## src/sphash_pkg.sv

```systemverilog
`default_nettype none
// ----------------------------------------------------------------------------
// sphash_pkg: shared types and constants for the synonym string hash
// Code points, register indexes, reset values and the status bundle of the
// modular multiply unit.
// ----------------------------------------------------------------------------
package sphash_pkg;

  localparam int CHAR_WIDTH      = 21;
  localparam int CFG_WIDTH       = 32;
  localparam int CFG_INDEX_WIDTH = 1;

  // synonym separator, '|'
  localparam logic [CHAR_WIDTH-1:0] SEP_CODE = 21'd124;

  localparam logic [CFG_INDEX_WIDTH-1:0] REG_BASE    = 1'b0;
  localparam logic [CFG_INDEX_WIDTH-1:0] REG_MODULUS = 1'b1;

  localparam logic [CFG_WIDTH-1:0] BASE_RESET    = 32'd131;
  localparam logic [CFG_WIDTH-1:0] MODULUS_RESET = 32'd1000000007;

  typedef struct packed {
    logic busy;
    logic done;
  } mm_status_t;

endpackage
`default_nettype wire

```

## src/sphash_mulmod.sv

```systemverilog
`default_nettype none
// ----------------------------------------------------------------------------
// sphash_mulmod: bit-serial modular multiplier
// Computes (mplier * addend) mod modulus, one multiplier bit per cycle,
// MSB first, with doubling, add and a single correction per step.
// addend must be below modulus.
// ----------------------------------------------------------------------------
module sphash_mulmod import sphash_pkg::*; #(
  parameter int MOD_WIDTH = 32
) (
  input  wire logic                                   clk,
  input  wire logic                                   rst,
  input  wire logic                                   start,
  input  wire logic [((MOD_WIDTH + 1 > CHAR_WIDTH) ?
                      MOD_WIDTH + 1 : CHAR_WIDTH)-1:0] mplier,
  input  wire logic [$clog2(((MOD_WIDTH + 1 > CHAR_WIDTH) ?
                      MOD_WIDTH + 1 : CHAR_WIDTH) + 1)-1:0] nbits,
  input  wire logic [MOD_WIDTH-1:0]                   addend,
  input  wire logic [MOD_WIDTH:0]                     modulus,
  output logic      [MOD_WIDTH-1:0]                   result,
  output mm_status_t                                  stat
);

  localparam int MW = (MOD_WIDTH + 1 > CHAR_WIDTH) ? MOD_WIDTH + 1 : CHAR_WIDTH;
  localparam int CW = $clog2(MW + 1);

  logic [MW-1:0]        mreg;
  logic [MOD_WIDTH-1:0] acc;
  logic [CW-1:0]        cnt;
  logic                 done;

  logic [MOD_WIDTH+1:0] t;
  logic [MOD_WIDTH+1:0] m1;
  logic [MOD_WIDTH+1:0] m2;
  logic [MOD_WIDTH+1:0] t_sub1;
  logic [MOD_WIDTH+1:0] t_sub2;
  logic [MOD_WIDTH-1:0] acc_next;

  // 2*acc + bit*addend stays below 3*modulus
  assign t      = {1'b0, acc, 1'b0} + (mreg[MW-1] ? {2'b00, addend} : '0);
  assign m1     = {1'b0, modulus};
  assign m2     = {modulus, 1'b0};
  assign t_sub1 = t - m1;
  assign t_sub2 = t - m2;

  always_comb begin
    priority if (t >= m2) begin
      acc_next = t_sub2[MOD_WIDTH-1:0];
    end else if (t >= m1) begin
      acc_next = t_sub1[MOD_WIDTH-1:0];
    end else begin
      acc_next = t[MOD_WIDTH-1:0];
    end
  end

  always_ff @(posedge clk) begin
    if (rst) begin
      cnt  <= '0;
      done <= 1'b0;
    end else begin
      done <= 1'b0;
      if (start) begin
        mreg <= mplier;
        acc  <= '0;
        cnt  <= nbits;
      end else if (cnt != '0) begin
        mreg <= {mreg[MW-2:0], 1'b0};
        acc  <= acc_next;
        cnt  <= cnt - CW'(1);
        done <= (cnt == CW'(1));
      end
    end
  end

  assign result    = acc;
  assign stat.busy = (cnt != '0);
  assign stat.done = done;

  a_done_idle : assert property (@(posedge clk) disable iff (rst)
    stat.done |-> !stat.busy)
    else $error("mulmod: done raised while still stepping");

  a_start_busy : assert property (@(posedge clk) disable iff (rst)
    start && nbits != '0 |=> stat.busy)
    else $error("mulmod: start did not begin stepping");

  a_done_after_step : assert property (@(posedge clk) disable iff (rst)
    stat.done |-> $past(stat.busy))
    else $error("mulmod: done raised without a final step");

endmodule
`default_nettype wire

```

## src/synonym_polynomial_string_hash_top.sv

```systemverilog
`default_nettype none
// ----------------------------------------------------------------------------
// synonym_polynomial_string_hash_top: synonym-aware polynomial word hash
// Characters of a word come in one per transfer; '|' splits the word into
// segments, each hashed as sum c_i * base^(i+1) mod modulus, and the segment
// hashes are summed with plain wrap-around and emitted on the last character.
// ----------------------------------------------------------------------------
//
//  Channel  | Handshake              | Payload
//  ---------+------------------------+-----------------------------------
//  char     | char_valid/char_stall  | char_code[20:0], last_char
//  hash     | hash_valid/hash_stall  | word_hash[HASH_WIDTH-1:0]
//  config   | cfg_write              | cfg_index[0:0], cfg_data[31:0]
//
//  Sequence: a separator goes straight to the close state. Any other
//  character runs the one bit-serial modular multiplier twice, for
//  c*power, then power*base. A power reload (base mod modulus) comes
//  first after reset, a config write or a segment restart, and a full
//  reduction of the running sum comes between the two when the running
//  sum is not already below the modulus (only after a mid-word write).
//  Reset: synchronous; registers go to base 131 and modulus 1000000007.
//  Stalls: a finished word total sits in the output register; the next
//  character is taken meanwhile, and only a following last character waits
//  for the slot to drain.
// ----------------------------------------------------------------------------
module synonym_polynomial_string_hash_top import sphash_pkg::*; #(
  parameter int MOD_WIDTH  = 32,
  parameter int HASH_WIDTH = 64
) (
  input  wire logic                       clk,
  input  wire logic                       rst,
  // character channel
  input  wire logic                       char_valid,
  output logic                            char_stall,
  input  wire logic [CHAR_WIDTH-1:0]      char_code,
  input  wire logic                       last_char,
  // hash channel
  output logic                            hash_valid,
  input  wire logic                       hash_stall,
  output logic [HASH_WIDTH-1:0]           word_hash,
  // configuration
  input  wire logic                       cfg_write,
  input  wire logic [CFG_INDEX_WIDTH-1:0] cfg_index,
  input  wire logic [CFG_WIDTH-1:0]       cfg_data
);

  localparam int W  = MOD_WIDTH;
  localparam int MW = (W + 1 > CHAR_WIDTH) ? W + 1 : CHAR_WIDTH;
  localparam int CW = $clog2(MW + 1);

  localparam int SH_CHAR = MW - CHAR_WIDTH;
  localparam int SH_BASE = MW - W;
  localparam int SH_SUM  = MW - W - 1;

  localparam logic [CW-1:0] NB_CHAR = CW'(CHAR_WIDTH);
  localparam logic [CW-1:0] NB_BASE = CW'(W);
  localparam logic [CW-1:0] NB_SUM  = CW'(W + 1);

  // sequencer states
  localparam logic [2:0] S_IDLE = 3'd0;
  localparam logic [2:0] S_PREP = 3'd1;  // power reload: base mod modulus
  localparam logic [2:0] S_TERM = 3'd2;  // c * power mod modulus
  localparam logic [2:0] S_SRED = 3'd3;  // full reduction of the running sum
  localparam logic [2:0] S_POW  = 3'd4;  // power * base mod modulus
  localparam logic [2:0] S_DONE = 3'd5;  // segment close and output

  logic [2:0]            state;

  // configuration, only the low MOD_WIDTH bits ever matter
  logic [W-1:0]          base_reg;
  logic [W-1:0]          mod_reg;

  // hash state
  logic [W-1:0]          seg_sum;
  logic [W-1:0]          pos_power;
  logic                  pp_stale;   // pos_power must be reloaded first
  logic [HASH_WIDTH-1:0] word_total;

  // current character
  logic [CHAR_WIDTH-1:0] cur_char;
  logic                  cur_last;
  logic                  cur_sep;

  // multiply unit command
  logic                  mm_start;
  logic [MW-1:0]         mm_mplier;
  logic [CW-1:0]         mm_nbits;
  logic [W-1:0]          mm_addend;
  logic [W-1:0]          mm_result;
  mm_status_t            mm_stat;

  logic [W:0]            m_eff;
  logic [W-1:0]          one_addend;
  logic                  in_sep;
  logic [MW-1:0]         mp_in_char;
  logic [MW-1:0]         mp_cur_char;
  logic [MW-1:0]         mp_base;
  logic [MW-1:0]         mp_sum;
  logic [W:0]            seg_plus;
  logic [W:0]            seg_plus_sub;
  logic [W-1:0]          seg_quick;
  logic                  seg_lt;
  logic [HASH_WIDTH-1:0] total_close;

  // modulus zero means plain wrap at 2^MOD_WIDTH
  assign m_eff      = (mod_reg == '0) ? {1'b1, {W{1'b0}}} : {1'b0, mod_reg};
  // "1 mod modulus" as multiplicand, so a pass just reduces the multiplier
  assign one_addend = {{(W-1){1'b0}}, (m_eff != (W+1)'(1))};

  assign in_sep      = (char_code == SEP_CODE);
  assign mp_in_char  = MW'(char_code) << SH_CHAR;
  assign mp_cur_char = MW'(cur_char) << SH_CHAR;
  assign mp_base     = MW'(base_reg) << SH_BASE;
  assign mp_sum      = MW'(seg_plus) << SH_SUM;

  // running sum plus fresh term; one subtract is enough while seg_sum < m
  assign seg_plus     = {1'b0, seg_sum} + {1'b0, mm_result};
  assign seg_plus_sub = seg_plus - m_eff;
  assign seg_lt       = ({1'b0, seg_sum} < m_eff);
  assign seg_quick    = (seg_plus >= m_eff) ? seg_plus_sub[W-1:0] : seg_plus[W-1:0];

  assign total_close = word_total + HASH_WIDTH'(seg_sum);

  assign char_stall = (state != S_IDLE);

  sphash_mulmod #(
    .MOD_WIDTH (MOD_WIDTH)
  ) u_mulmod (
    .clk     (clk),
    .rst     (rst),
    .start   (mm_start),
    .mplier  (mm_mplier),
    .nbits   (mm_nbits),
    .addend  (mm_addend),
    .modulus (m_eff),
    .result  (mm_result),
    .stat    (mm_stat)
  );

  always_ff @(posedge clk) begin
    if (rst) begin
      state      <= S_IDLE;
      hash_valid <= 1'b0;
      base_reg   <= BASE_RESET[W-1:0];
      mod_reg    <= MODULUS_RESET[W-1:0];
      seg_sum    <= '0;
      word_total <= '0;
      pp_stale   <= 1'b1;
      mm_start   <= 1'b0;
    end else begin
      mm_start <= 1'b0;
      if (hash_valid && !hash_stall) begin
        hash_valid <= 1'b0;
      end

      unique case (state)
        S_IDLE: begin
          if (char_valid) begin
            cur_char <= char_code;
            cur_last <= last_char;
            cur_sep  <= in_sep;
            if (in_sep) begin
              state <= S_DONE;
            end else if (pp_stale) begin
              mm_start  <= 1'b1;
              mm_mplier <= mp_base;
              mm_nbits  <= NB_BASE;
              mm_addend <= one_addend;
              state     <= S_PREP;
            end else begin
              mm_start  <= 1'b1;
              mm_mplier <= mp_in_char;
              mm_nbits  <= NB_CHAR;
              mm_addend <= pos_power;
              state     <= S_TERM;
            end
          end
        end

        S_PREP: begin
          if (mm_stat.done) begin
            pos_power <= mm_result;
            pp_stale  <= 1'b0;
            mm_start  <= 1'b1;
            mm_mplier <= mp_cur_char;
            mm_nbits  <= NB_CHAR;
            mm_addend <= mm_result;
            state     <= S_TERM;
          end
        end

        S_TERM: begin
          if (mm_stat.done) begin
            mm_start <= 1'b1;
            if (seg_lt) begin
              seg_sum   <= seg_quick;
              mm_mplier <= mp_base;
              mm_nbits  <= NB_BASE;
              mm_addend <= pos_power;
              state     <= S_POW;
            end else begin
              mm_mplier <= mp_sum;
              mm_nbits  <= NB_SUM;
              mm_addend <= one_addend;
              state     <= S_SRED;
            end
          end
        end

        S_SRED: begin
          if (mm_stat.done) begin
            seg_sum   <= mm_result;
            mm_start  <= 1'b1;
            mm_mplier <= mp_base;
            mm_nbits  <= NB_BASE;
            mm_addend <= pos_power;
            state     <= S_POW;
          end
        end

        S_POW: begin
          if (mm_stat.done) begin
            pos_power <= mm_result;
            state     <= S_DONE;
          end
        end

        S_DONE: begin
          if (cur_last) begin
            // separator or not, the close adds the open segment once
            if (!hash_valid || !hash_stall) begin
              word_hash  <= total_close;
              hash_valid <= 1'b1;
              word_total <= '0;
              seg_sum    <= '0;
              pp_stale   <= 1'b1;
              state      <= S_IDLE;
            end
          end else begin
            if (cur_sep) begin
              word_total <= total_close;
              seg_sum    <= '0;
              pp_stale   <= 1'b1;
            end
            state <= S_IDLE;
          end
        end

        default: begin
          state <= S_IDLE;
        end
      endcase

      // the user must only write while idle (the block does not enforce it); the power reloads on the next character
      if (cfg_write) begin
        unique case (cfg_index)
          REG_BASE:    base_reg <= cfg_data[W-1:0];
          REG_MODULUS: mod_reg  <= cfg_data[W-1:0];
        endcase
        pp_stale <= 1'b1;
      end
    end
  end

  a_accept_busy : assert property (@(posedge clk) disable iff (rst)
    char_valid && !char_stall |=> char_stall)
    else $error("hash: character transfer did not start the sequencer");

  a_idle_unit : assert property (@(posedge clk) disable iff (rst)
    !char_stall |-> !mm_stat.busy)
    else $error("hash: multiplier still stepping while ready for input");

  a_load_done : assert property (@(posedge clk) disable iff (rst)
    $rose(hash_valid) |-> $past(state == S_DONE))
    else $error("hash: result loaded outside the close state");

endmodule
`default_nettype wire
```

## config.mk

```make
export PLATFORM = sky130hd
export DESIGN_NAME = synonym_polynomial_string_hash_top
export DESIGN_NICKNAME = d
export VERILOG_FILES = /design/src/sphash_pkg.sv /design/src/sphash_mulmod.sv /design/src/synonym_polynomial_string_hash_top.sv
export SDC_FILE = /design/constraint.sdc
export NUM_CORES = 1
export LEC_CHECK = 0
export BUFFER_PORTS_ARGS = -buffer_cell sky130_fd_sc_hd__buf_4
export CAP_MARGIN = 15
export CORE_AREA = 2 2 256 258
export DETAILED_ROUTE_END_ITERATION = 16
export DIE_AREA = 0 0 258 260
export SLEW_MARGIN = 0
export SYNTH_ARGS = -nofsm -noshare
export SYNTH_HDL_FRONTEND = slang
export SYNTH_SLANG_ARGS = --single-unit
```

## constraint.sdc

```tcl
create_clock -name clk -period 6.7 [get_ports clk]
set_clock_uncertainty 0.2 [all_clocks]
set_input_delay 0.67 -clock clk [delete_from_list [all_inputs] [get_ports clk]]
set_output_delay 0.67 -clock clk [all_outputs]
set_load 0.05 [all_outputs]
```

* Yosys cells after proc, flatten, opt, wreduce, memory -nomap -nowiden
Cells that the tools add are included.
Operators by class: bitwise operators 3, equal/unequal tests 18, add/sub/neg operators 7, order comparisons 4, mux-type cells 67, reduce and logical (&&, ||, !) cells 28
Operator list (number):
- two-way mux 32 bit | 17
- two-way mux 33 bit | 10
- two-way mux 64 bit | 3
- one-hot mux 33 bit (4 select lines) | 1
- one-hot mux 32 bit (4 select lines) | 1
- one-hot mux 32 bit (3 select lines) | 1
- subtractor 32 bit | 3
- adder 64 x 32 -> 64 bit | 1
- two-way mux 6 bit | 8
- adder 33 x 32 -> 34 bit | 1
- >= comparator 34 x 33 -> 1 bit | 1
- >= comparator 34 bit | 1
- adder 32 x 32 -> 33 bit | 1
- >= comparator 33 bit | 1
- < comparator 32 x 33 -> 1 bit | 1
- inequality test 33 x 1 -> 1 bit, second input constant | 1
- logical NOT 32 bit | 1
- two-way mux 3 bit | 9
- one-hot mux 6 bit (4 select lines) | 1
- == test 21 x 7 -> 1 bit, second input constant | 1
- one-hot mux 3 bit (6 select lines) | 1
- two-way mux 1 bit | 12
- AND reduction 6 bit | 2
- inequality test 2 x 1 -> 1 bit, second input constant | 5
- other kinds (24) | 43
Word-level totals: word-level logic and storage cells 147, output and inout bits 66, register bits 428

* Logic depth before layout (Yosys ltp)
Gate-level depths: netlist of the first run.
depth in word-level cells 7, gate-level depth with buffers 24

* Hierarchy
Synthesis of the first run repeated with hierarchy kept, for this count alone.
Second synthesis, totals: cell total of the unflattened synthesis 3121, area, all modules 28889.0 um2
By module, submodules not included:
- synonym_polynomial_string_hash_top | times used 1, seq. area each 8938.6 um2, cells each 2098, area an instance 20150.6 um2
- sphash_mulmod | times used 1, seq. area each 2092.0 um2, cells each 1023, area an instance 8738.4 um2

* Worst setup path after synthesis of the first run
OpenSTA, ideal clock, no wires.
path type input port to flip-flop, from in rst, to reg mm_addend[0], enable pin, required time 5.922 ns, arrival time 5.910 ns, buffers on the path 3, setup slack 0.012 ns, stages on the path 4, cell sequence clkbuf_1 clkbuf_1 clkbuf_1 nor3_1
Between the ends: cells in the longest elaborated chain, start to end 2
Ends and longest elaborated chain:
- from (decl) | RTL line synonym_polynomial_string_hash_top.sv:31 | input wire logic rst,
- NOT 1 bit (no source line)
- AND reduction 7 bit (no source line)
- to (signal assigned) | RTL line synonym_polynomial_string_hash_top.sv:168 | mm_addend <= one_addend;
- to (signal assigned) | RTL line synonym_polynomial_string_hash_top.sv:174 | mm_addend <= pos_power;
- to (signal assigned) | RTL line synonym_polynomial_string_hash_top.sv:187 | mm_addend <= mm_result;
- to (decl) | RTL line synonym_polynomial_string_hash_top.sv:88 | logic [W-1:0] mm_addend;
No other way between the ends. A chain may end at the register's enable or synchronous reset.

* Worst setup path in the final report of the first run
from reg u_mulmod.mreg[32], to reg u_mulmod.acc[4] (netlist: u_mulmod.result[4]), data pin
Between the ends: cells in the longest elaborated chain, start to end 6
Ends and longest elaborated chain:
- from (decl) | RTL line sphash_mulmod.sv:27 | logic [MW-1:0] mreg;
- from (signal assigned) | RTL line sphash_mulmod.sv:63 | mreg <= mplier;
- from (signal assigned) | RTL line sphash_mulmod.sv:67 | mreg <= {mreg[MW-2:0], 1'b0};
- two-way mux 32 bit * | RTL line sphash_mulmod.sv:40 | assign t = {1'b0, acc, 1'b0} + (mreg[MW-1] ? {2'b00, addend} : '0);
- adder 33 x 32 -> 34 bit * | RTL line sphash_mulmod.sv:40
- subtractor 32 bit or >= comparator 34 x 33 -> 1 bit (tied branches) | RTL line sphash_mulmod.sv:43, sphash_mulmod.sv:49
- two-way mux 32 bit | RTL line sphash_mulmod.sv:49 | end else if (t >= m1) begin
- two-way mux 32 bit * | RTL line sphash_mulmod.sv:47 | priority if (t >= m2) begin
- two-way mux 32 bit * | RTL line sphash_mulmod.sv:66 | end else if (cnt != '0) begin
- to (signal assigned) | RTL line sphash_mulmod.sv:68 | acc <= acc_next;
- to (decl) | RTL line sphash_mulmod.sv:28 | logic [MOD_WIDTH-1:0] acc;
Mark *: on every way between the ends. The rest lies on a longest branch, timed or not. The select of a mux whose other input is x is not followed.

==> metrics.md, run 1 <==
| Metric | Value |
|---|---|
| Post-route ant nets | 0 |
| Fin crit share | a little over nine tenths |
| RSZ-0062 raised after global routing | false |
| Die area | approximately 0.067 mm^2 |
| Post-synth design cell area | roughly 0.029 mm^2 |
| Worst path slowest cell | a2111o_1 |
| Required @ worst endpoint | around 6900 ps |
| Worst vdd ir | 0.521 mV |
| First-pass GRT wire length | roughly 150000 um |
| Status | complete, no violations |
| Sw power | ~7900 uW |
| Final RePlAce weighted congestion | 1.02 |
| CP peak stage delay | between 400 and 500 ps |
| Primary FF master, synth | edfxtp_1 |
| CTS tree | done |
| Pins over their slew limit | 0 |
| Post-synthesis sequential element count | between 400 and 500 |
| Slew HR | 14.1% |
| Setup TNS | 0 ps |
| Cells after synthesis | 3145 |
| Avg Cell Area, Syn | 9.11 um^2 |
| Crit path buffers/inverters | 2 |
| Hold Fails Final Rpt | 0 |
| GRT Overall Usage | 28.3% |
| Final core occ | about half |
| Initial antenna violation count | 1 |
| Largest regs | word_hash (64), word_total (64) |
| CP Cell Sequence | buf_4 -> and2_1 -> ha_1 -> o21ai_0 -> o211ai_1 -> nand2_1 -> nor3_1 -> nor2_1 -> o21ai_0 -> xor2_1 -> ha_1 -> and3_1 -> nand4_1 -> a2111o_1 -> o211a_1 -> a21o_1 -> a21oi_2 -> nor2_4 -> buf_4 -> or3_1 -> a311oi_1 |
| Post-DP Area | between 0.03 and 0.04 mm^2 |
| Vias | between 20000 and 30000 |
| Design area | around 0.032 mm^2 |
| Critical Path AT | 6610 ps |
| Synthesized net count | 3439 |
| Die Width | between 200 and 300 um |
| Root buffer cell | clkbuf_16 |
| Wire per inst | roughly 23 um |
| Later-pin clock latency in the skew report | 630 ps |
| Ant diodes | 0 |
| Top-count cell post-synth | nand2_1 |
| Share of synthesized registers carrying an async set or reset | 0% |
| Worst Tran Pin Value | approximately 1300 ps |
| Clock-pin slew on the worst setup and hold paths | 60 ps |
| Sw Share | 46.7% |
| Flop pwr share | ~22% |
| Clk pwr share | between 10% and 20% |
| Leakage power | between 0.01 and 0.015 uW |
| Top cells by area, synth | edfxtp_1 (26%), dfxtp_1 (12%), ha_1 (10%) |
| Pint | 9070 uW |
| CTS Buffer Depth | 3 |
| Area delta synth->final | 12.5% |
| Synth area leader | edfxtp_1 |
| WL final | 96900 um |
| Cell count after placement | 4037 |
| Logic pwr share | 62.9% |
| Worst Hold Class | in -> reg |
| Layout Nets | 3525 |
| Setup violators final | 0 |
| Synthesis Warnings | 0 |
| Vias in the first global route | roughly 24000 |
| Drt pass-1 iters | 7 |
| Final non-filler cell total | roughly 4100 |
| Max Freq | 157 MHz |
| Worst-path maximum fanout | 30 |
| Die height | roughly 260 um |
| DRT iter0 DRCs | between 2000 and 3000 |
| Largest net degree at the start of global routing | 66 |
| Initial core utilization | roughly 45% |
| Post-CTS Setup Bufs | 0 |
| Tmin final | between 6000 and 7000 ps |
| I/O pins | 126 |
| Setup CP Type | reg -> reg |
| Sequential share of the synthesized area | about 39% |
| Area fraction of the dominant cell type after synthesis | 26.4% |
| Yosys cell types | 83 |
| Crit-path leading delay family | compound AO/OA/AOI/OAI gates |
| Max-cap violations | 0 |
| EDFF count, synth | 252 |
| Vias per cell | just over 6 |
| Aggregate global routing overflow | 0 |
| CTS Sinks | between 400 and 500 |
| Share of cells above drive strength 1 | between 10% and 20% |
| Port Buffer Count | approximately 130 |
| DP HPWL | about 74000 um |
| CTS Buf Count | 47 |
| Commonest cells post-synth | nand2_1 (331), a21oi_1 (273), edfxtp_1 (252) |
| Htree depth | 2 |
| Critical path startpoint category | flop |
| Rows | 93 |
| Core box area | between 0.06 and 0.07 mm^2 |
| Pwr/cell area | roughly 530 mW/mm^2 |
| Setup crit end kind | flop |
| # DRC | 0 |
layer usage:
layer / up-vias / global-route usage (%) / share of wire [%]
li1: 12000 / - / -
met1: 12400 / 39.4 / 44
met2: 1028 / 43.9 / 43
met3: 205 / 3.75 / 7.0
met4: 2 / 12.9 / 5.2
met5: - / 0 / 0.013
cell families after synthesis:
kind of cell	count (synthesis)	share of synthesized area, %
AND/OR/NAND/NOR	991	16.5
AO/OA/AOI/OAI	959	22.4
flip-flops	425	38.5
buffers and inverters	274	3.65
adder cells (fa/ha/maj)	234	10.4
XOR/XNOR	188	5.75
multiplexers	74	2.78
power by group through the flow:
stage	clock network [uW]	registers [uW]	logic [uW]
floorplan	0	3550	7660
global placement	0	3690	10300
CTS	2690	3640	10500
detailed placement	0	3690	10400
global route	2790	3680	11700
finish	2650	3650	10700
layout by cell type (no fill, tap or decap), types with 83 or more instances in the layout:
cell type,count
ha_1,228
buf_4,180
o21ai_0,149
xnor2_1,125
nand2_1,330
a21o_1,83
edfxtp_1,252
dfxtp_1,172
inv_1,128
a21oi_1,271
nor2_1,216
layout make-up:
type / count / area, um^2
fill: 5966 / 31900
multi-input combinational: 2446 / 16700
sequential: 425 / 11000
timing repair buffer: 182 / 1390
clock buffer: 62 / 1280
tap: 855 / 1070
inverter: 129 / 484
clock inverter: 26 / 277
through the flow:
| step | hold slack, ps | setup WS [ps] | power [uW] |
|---|---|---|---|
| 3_5_place_dp | 247 | 82.8 | 14100 |
| 4_1_cts | 16.1 | 18.7 | 16800 |
| 6_report | 40.1 | 332 | 17000 |
| 5_1_grt | 19.3 | 26.5 | 18200 |
| 2_1_floorplan | 236 | 12.0 | 11200 |
| 3_3_place_gp | 243 | 191 | 14000 |
worst paths after layout:
| path | startpoint | end | slack, ps | cells past startpoint |
|---|---|---|---|---|
| max reg2reg | u_mulmod.mreg[32]$_DFFE_PP_ | u_mulmod.result[4]$_SDFFCE_PP0P_ | 330 | 21 |
| max | u_mulmod.mreg[32]$_DFFE_PP_ | u_mulmod.result[4]$_SDFFCE_PP0P_ | 330 | 21 |
| min | char_code[9] | cur_char[9]$_DFFE_PP_ | 40 | 1 |
| min reg2reg | base_reg[27]$_SDFFE_PP0P_ | base_reg[27]$_SDFFE_PP0P_ | 250 | 2 |
what timing repair did:
action	in CTS	in global routing
setup endpoints to repair	0	35
hold buffers	0	0
resized for setup	0	6
No activity file was read; power rests on OpenSTA's default activity.
==> inputs of run 2 (changes only) <==
Settings changed: CTS_BUF_LIST set to sky130_fd_sc_hd__clkbuf_16.
==> run 2 against run 1 <==
Largest power group unchanged. Register-to-register slack worse by 20 ps. Hold slack worse by 5.3 ps. Sequential share of layout area hardly changed. Routed wire length hardly changed. Setup slack worse by 21 ps. Count of clock-buffer cells in the layout is 14 lower. Die area stayed put. Design area hardly changed.
==> metrics.md, run 2 (synthesis gave the netlist of run 1 again) <==
| Metric | Value |
|---|---|
| CTS Sinks | 425 (unchanged) |
| R2r startpoint | u_mulmod.mreg[32]$_DFFE_PP_ |
| Pint | 9020 uW (-0.58%) |
| CP Depth | 21 (unchanged) |
| DRT iter0 DRCs | 2782 (+0.69%) |
| Area delta synth->final | 12.4% (about the same) |
| Setup TNS | 0 ps (unchanged) |
| Worst vdd ir | 0.526 mV (+0.94%) |
| Fin crit share | 95.3% (+0.31 points) |
| Core box area | 0.0641 mm^2 (unchanged) |
| # DRC | 0 (unchanged) |
| Post-CTS Setup Bufs | 0 (unchanged) |
| End point of the critical path | u_mulmod.result[4]$_SDFFCE_PP0P_ |
| Setup violators final | 0 (unchanged) |
| Pwr/cell area | 527 mW/mm^2 (-0.23%) |
| Most frequent cells in the layout | nand2_1 (330), a21oi_1 (271), edfxtp_1 (252) |
| Max Freq | 157 MHz (-0.32%) |
| GRT Overall Usage | 28.3% (about the same) |
| # resized after CTS | 0 (unchanged) |
| Status | complete, no violations |
| M1 GR Usage | 39.4% (unchanged) |
| Largest net degree at the start of global routing | 66 (unchanged) |
| Final RePlAce weighted congestion | 1.02 (unchanged) |
| Pins over their slew limit | 0 (unchanged) |
| Worst Tran Pin Value | 1260 ps (-23.3 ps) |
| Setup CP Type | reg -> reg |
| Aggregate global routing overflow | 0 (unchanged) |
| Port Buffer Count | 125 (unchanged) |
| Worst-path maximum fanout | 30 (unchanged) |
| Clock-pin slew on the worst setup and hold paths | 70 ps (about the same) |
| Slew HR | 15.7% (+1.6 points) |
| RSZ-0062 raised after global routing | false |
| Critical Path AT | 6630 ps (+20 ps) |
| Post-route ant nets | 0 (unchanged) |
| Layout Nets | 3525 (unchanged) |
| Initial antenna violation count | 1 (unchanged) |
| Worst path slowest cell | a2111o_1 |
| Sw Share | 46.8% (+0.14 points) |
| Htree depth | 2 (unchanged) |
| Vias per cell | 6.21 (-0.16%) |
| Worst Hold Class | in -> reg |
| R2r endpoint | u_mulmod.result[4]$_SDFFCE_PP0P_ |
| Cell count after placement | 4037 (unchanged) |
| Setup crit end kind | flop |
| Final WS setup | 312 ps (-20.6 ps) |
| Die area | 0.0671 mm^2 (unchanged) |
| Later-pin clock latency in the skew report | 630 ps (about the same) |
| Required @ worst endpoint | 6940 ps (about the same) |
| Crit path buffers/inverters | 2 (unchanged) |
| Share of cells above drive strength 1 | 10.6% (-0.092 points) |
| Ant diodes | 0 (unchanged) |
| Tmin final | 6390 ps (+20.6 ps) |
| Final non-filler cell total | 4125 (unchanged) |
| Flop pwr share | 21.6% (about the same) |
| CP peak stage delay | 460 ps (about the same) |
| Leading cell type in the layout, fill and taps excluded | nand2_1 |
| CTS Buf Count | 47 (unchanged) |
| Critical path startpoint category | flop |
| Root buffer cell | clkbuf_16 |
| Hold-fix buffers at CTS | 0 (unchanged) |
| Die height | 260 um (unchanged) |
| Clk pwr share | 15.3% (-0.3 points) |
| Leakage power | 0.0129 uW (+0.22%) |
| CTS tree | done |
| First-pass GRT wire length | 147000 um (about the same) |
| R2R Setup Slk | 310 ps (-20 ps) |
| GRT Max-Usage Layer | met2 |
| Sw power | 7930 uW (about the same) |
| CTS Buffer Depth | 3 (unchanged) |
| Global Route met2 Usage | 43.9% (about the same) |
| DP Worst Slack | 82.8 ps (unchanged) |
| Vias | 25600 (-0.16%) |
| Initial core utilization | 44.7% (unchanged) |
| Drt pass-1 iters | 9 (+2) |
| Fillers | 5971 (+0.084%) |
| DP HPWL | 73600 um (unchanged) |
| Max-cap violations | 0 (unchanged) |
| Vias in the first global route | 24400 (+0.012%) |
| Hold Fails Final Rpt | 0 (unchanged) |
| WL final | 96900 um (about the same) |
| Logic pwr share | 63.1% (+0.2 points) |
| Rows | 93 (unchanged) |
| I/O pins | 126 (unchanged) |
| CP Cell Sequence | buf_4 -> and2_1 -> ha_1 -> o21ai_0 -> o211ai_1 -> nand2_1 -> nor3_1 -> nor2_1 -> o21ai_0 -> xor2_1 -> ha_1 -> and3_1 -> nand4_1 -> a2111o_1 -> o211a_1 -> a21o_1 -> a21oi_2 -> nor2_4 -> buf_4 -> or3_1 -> a311oi_1 |
| Reg2reg path depth | 21 (unchanged) |
| Largest regs | word_hash (64), word_total (64) |
| Routing usage on met3 | 3.75% (unchanged) |
| Wire per inst | 23.5 um (about the same) |
| Crit-path leading delay family | compound AO/OA/AOI/OAI gates |
| Die Width | 258 um (unchanged) |
| Crit path launch | u_mulmod.mreg[32]$_DFFE_PP_ |
## run 2: worst reg2reg max path: cells and delay by family (launching register included)
family          cells  cell delay, ps
flops               1             390
xor+xnor            1             420
compound gates      8            2400
fa+ha+maj           2             650
simple gates        8            1630
buf+inv             2             510
## run 2: routing by layer
metal  up-vias  wire length [um]
met4         2              5000
met3       205              6490
met5         -                13
met1     12400             43200
li1      12000                 -
met2      1019             42100
## run 2: area by class of cell
class	instances	area, um^2	area share, %
multi-input cells	2446	16700	51.8
well taps	855	1070	3.32
clock buffers	48	1200	3.73
clock inverters	40	329	1.02
inverters	129	484	1.50
flip-flops and latches	425	11000	34.3
repair buffers	182	1390	4.31
## run 2: stage by stage
step           hold slack (ps)  util (%)  total power (uW)  cell area [um^2]
2_1_floorplan              236         -             11200             28600
3_3_place_gp               243      47.8             14000             30600
3_5_place_dp               247      47.8             14100             30600
4_1_cts                   17.3      50.2             16800             32200
5_1_grt                   19.2      50.2             18100             32200
6_report                  34.8      50.2             16900             32200
## run 2: worst min path at each step
stage / depth (start not counted) / slack (ps) / end / from
floorplan: 2 / 240 / word_total[30]$_SDFFE_PP0P_ / word_total[30]$_SDFFE_PP0P_
global placement: 2 / 240 / base_reg[28]$_SDFFE_PP0P_ / base_reg[28]$_SDFFE_PP0P_
detailed placement: 2 / 250 / base_reg[17]$_SDFFE_PP0P_ / base_reg[17]$_SDFFE_PP0P_
CTS: 1 / 20 / cur_last$_DFFE_PP_ / last_char
global route: 1 / 20 / cur_last$_DFFE_PP_ / last_char
finish: 1 / 30 / cur_last$_DFFE_PP_ / last_char
## run 2: power groups by stage
stage	Combinational, uW	Sequential (uW)	Clock [uW]
2_1_floorplan	7660	3550	0
3_3_place_gp	10300	3690	0
3_5_place_dp	10400	3690	0
4_1_cts	10500	3640	2630
5_1_grt	11700	3680	2740
6_report	10700	3650	2600
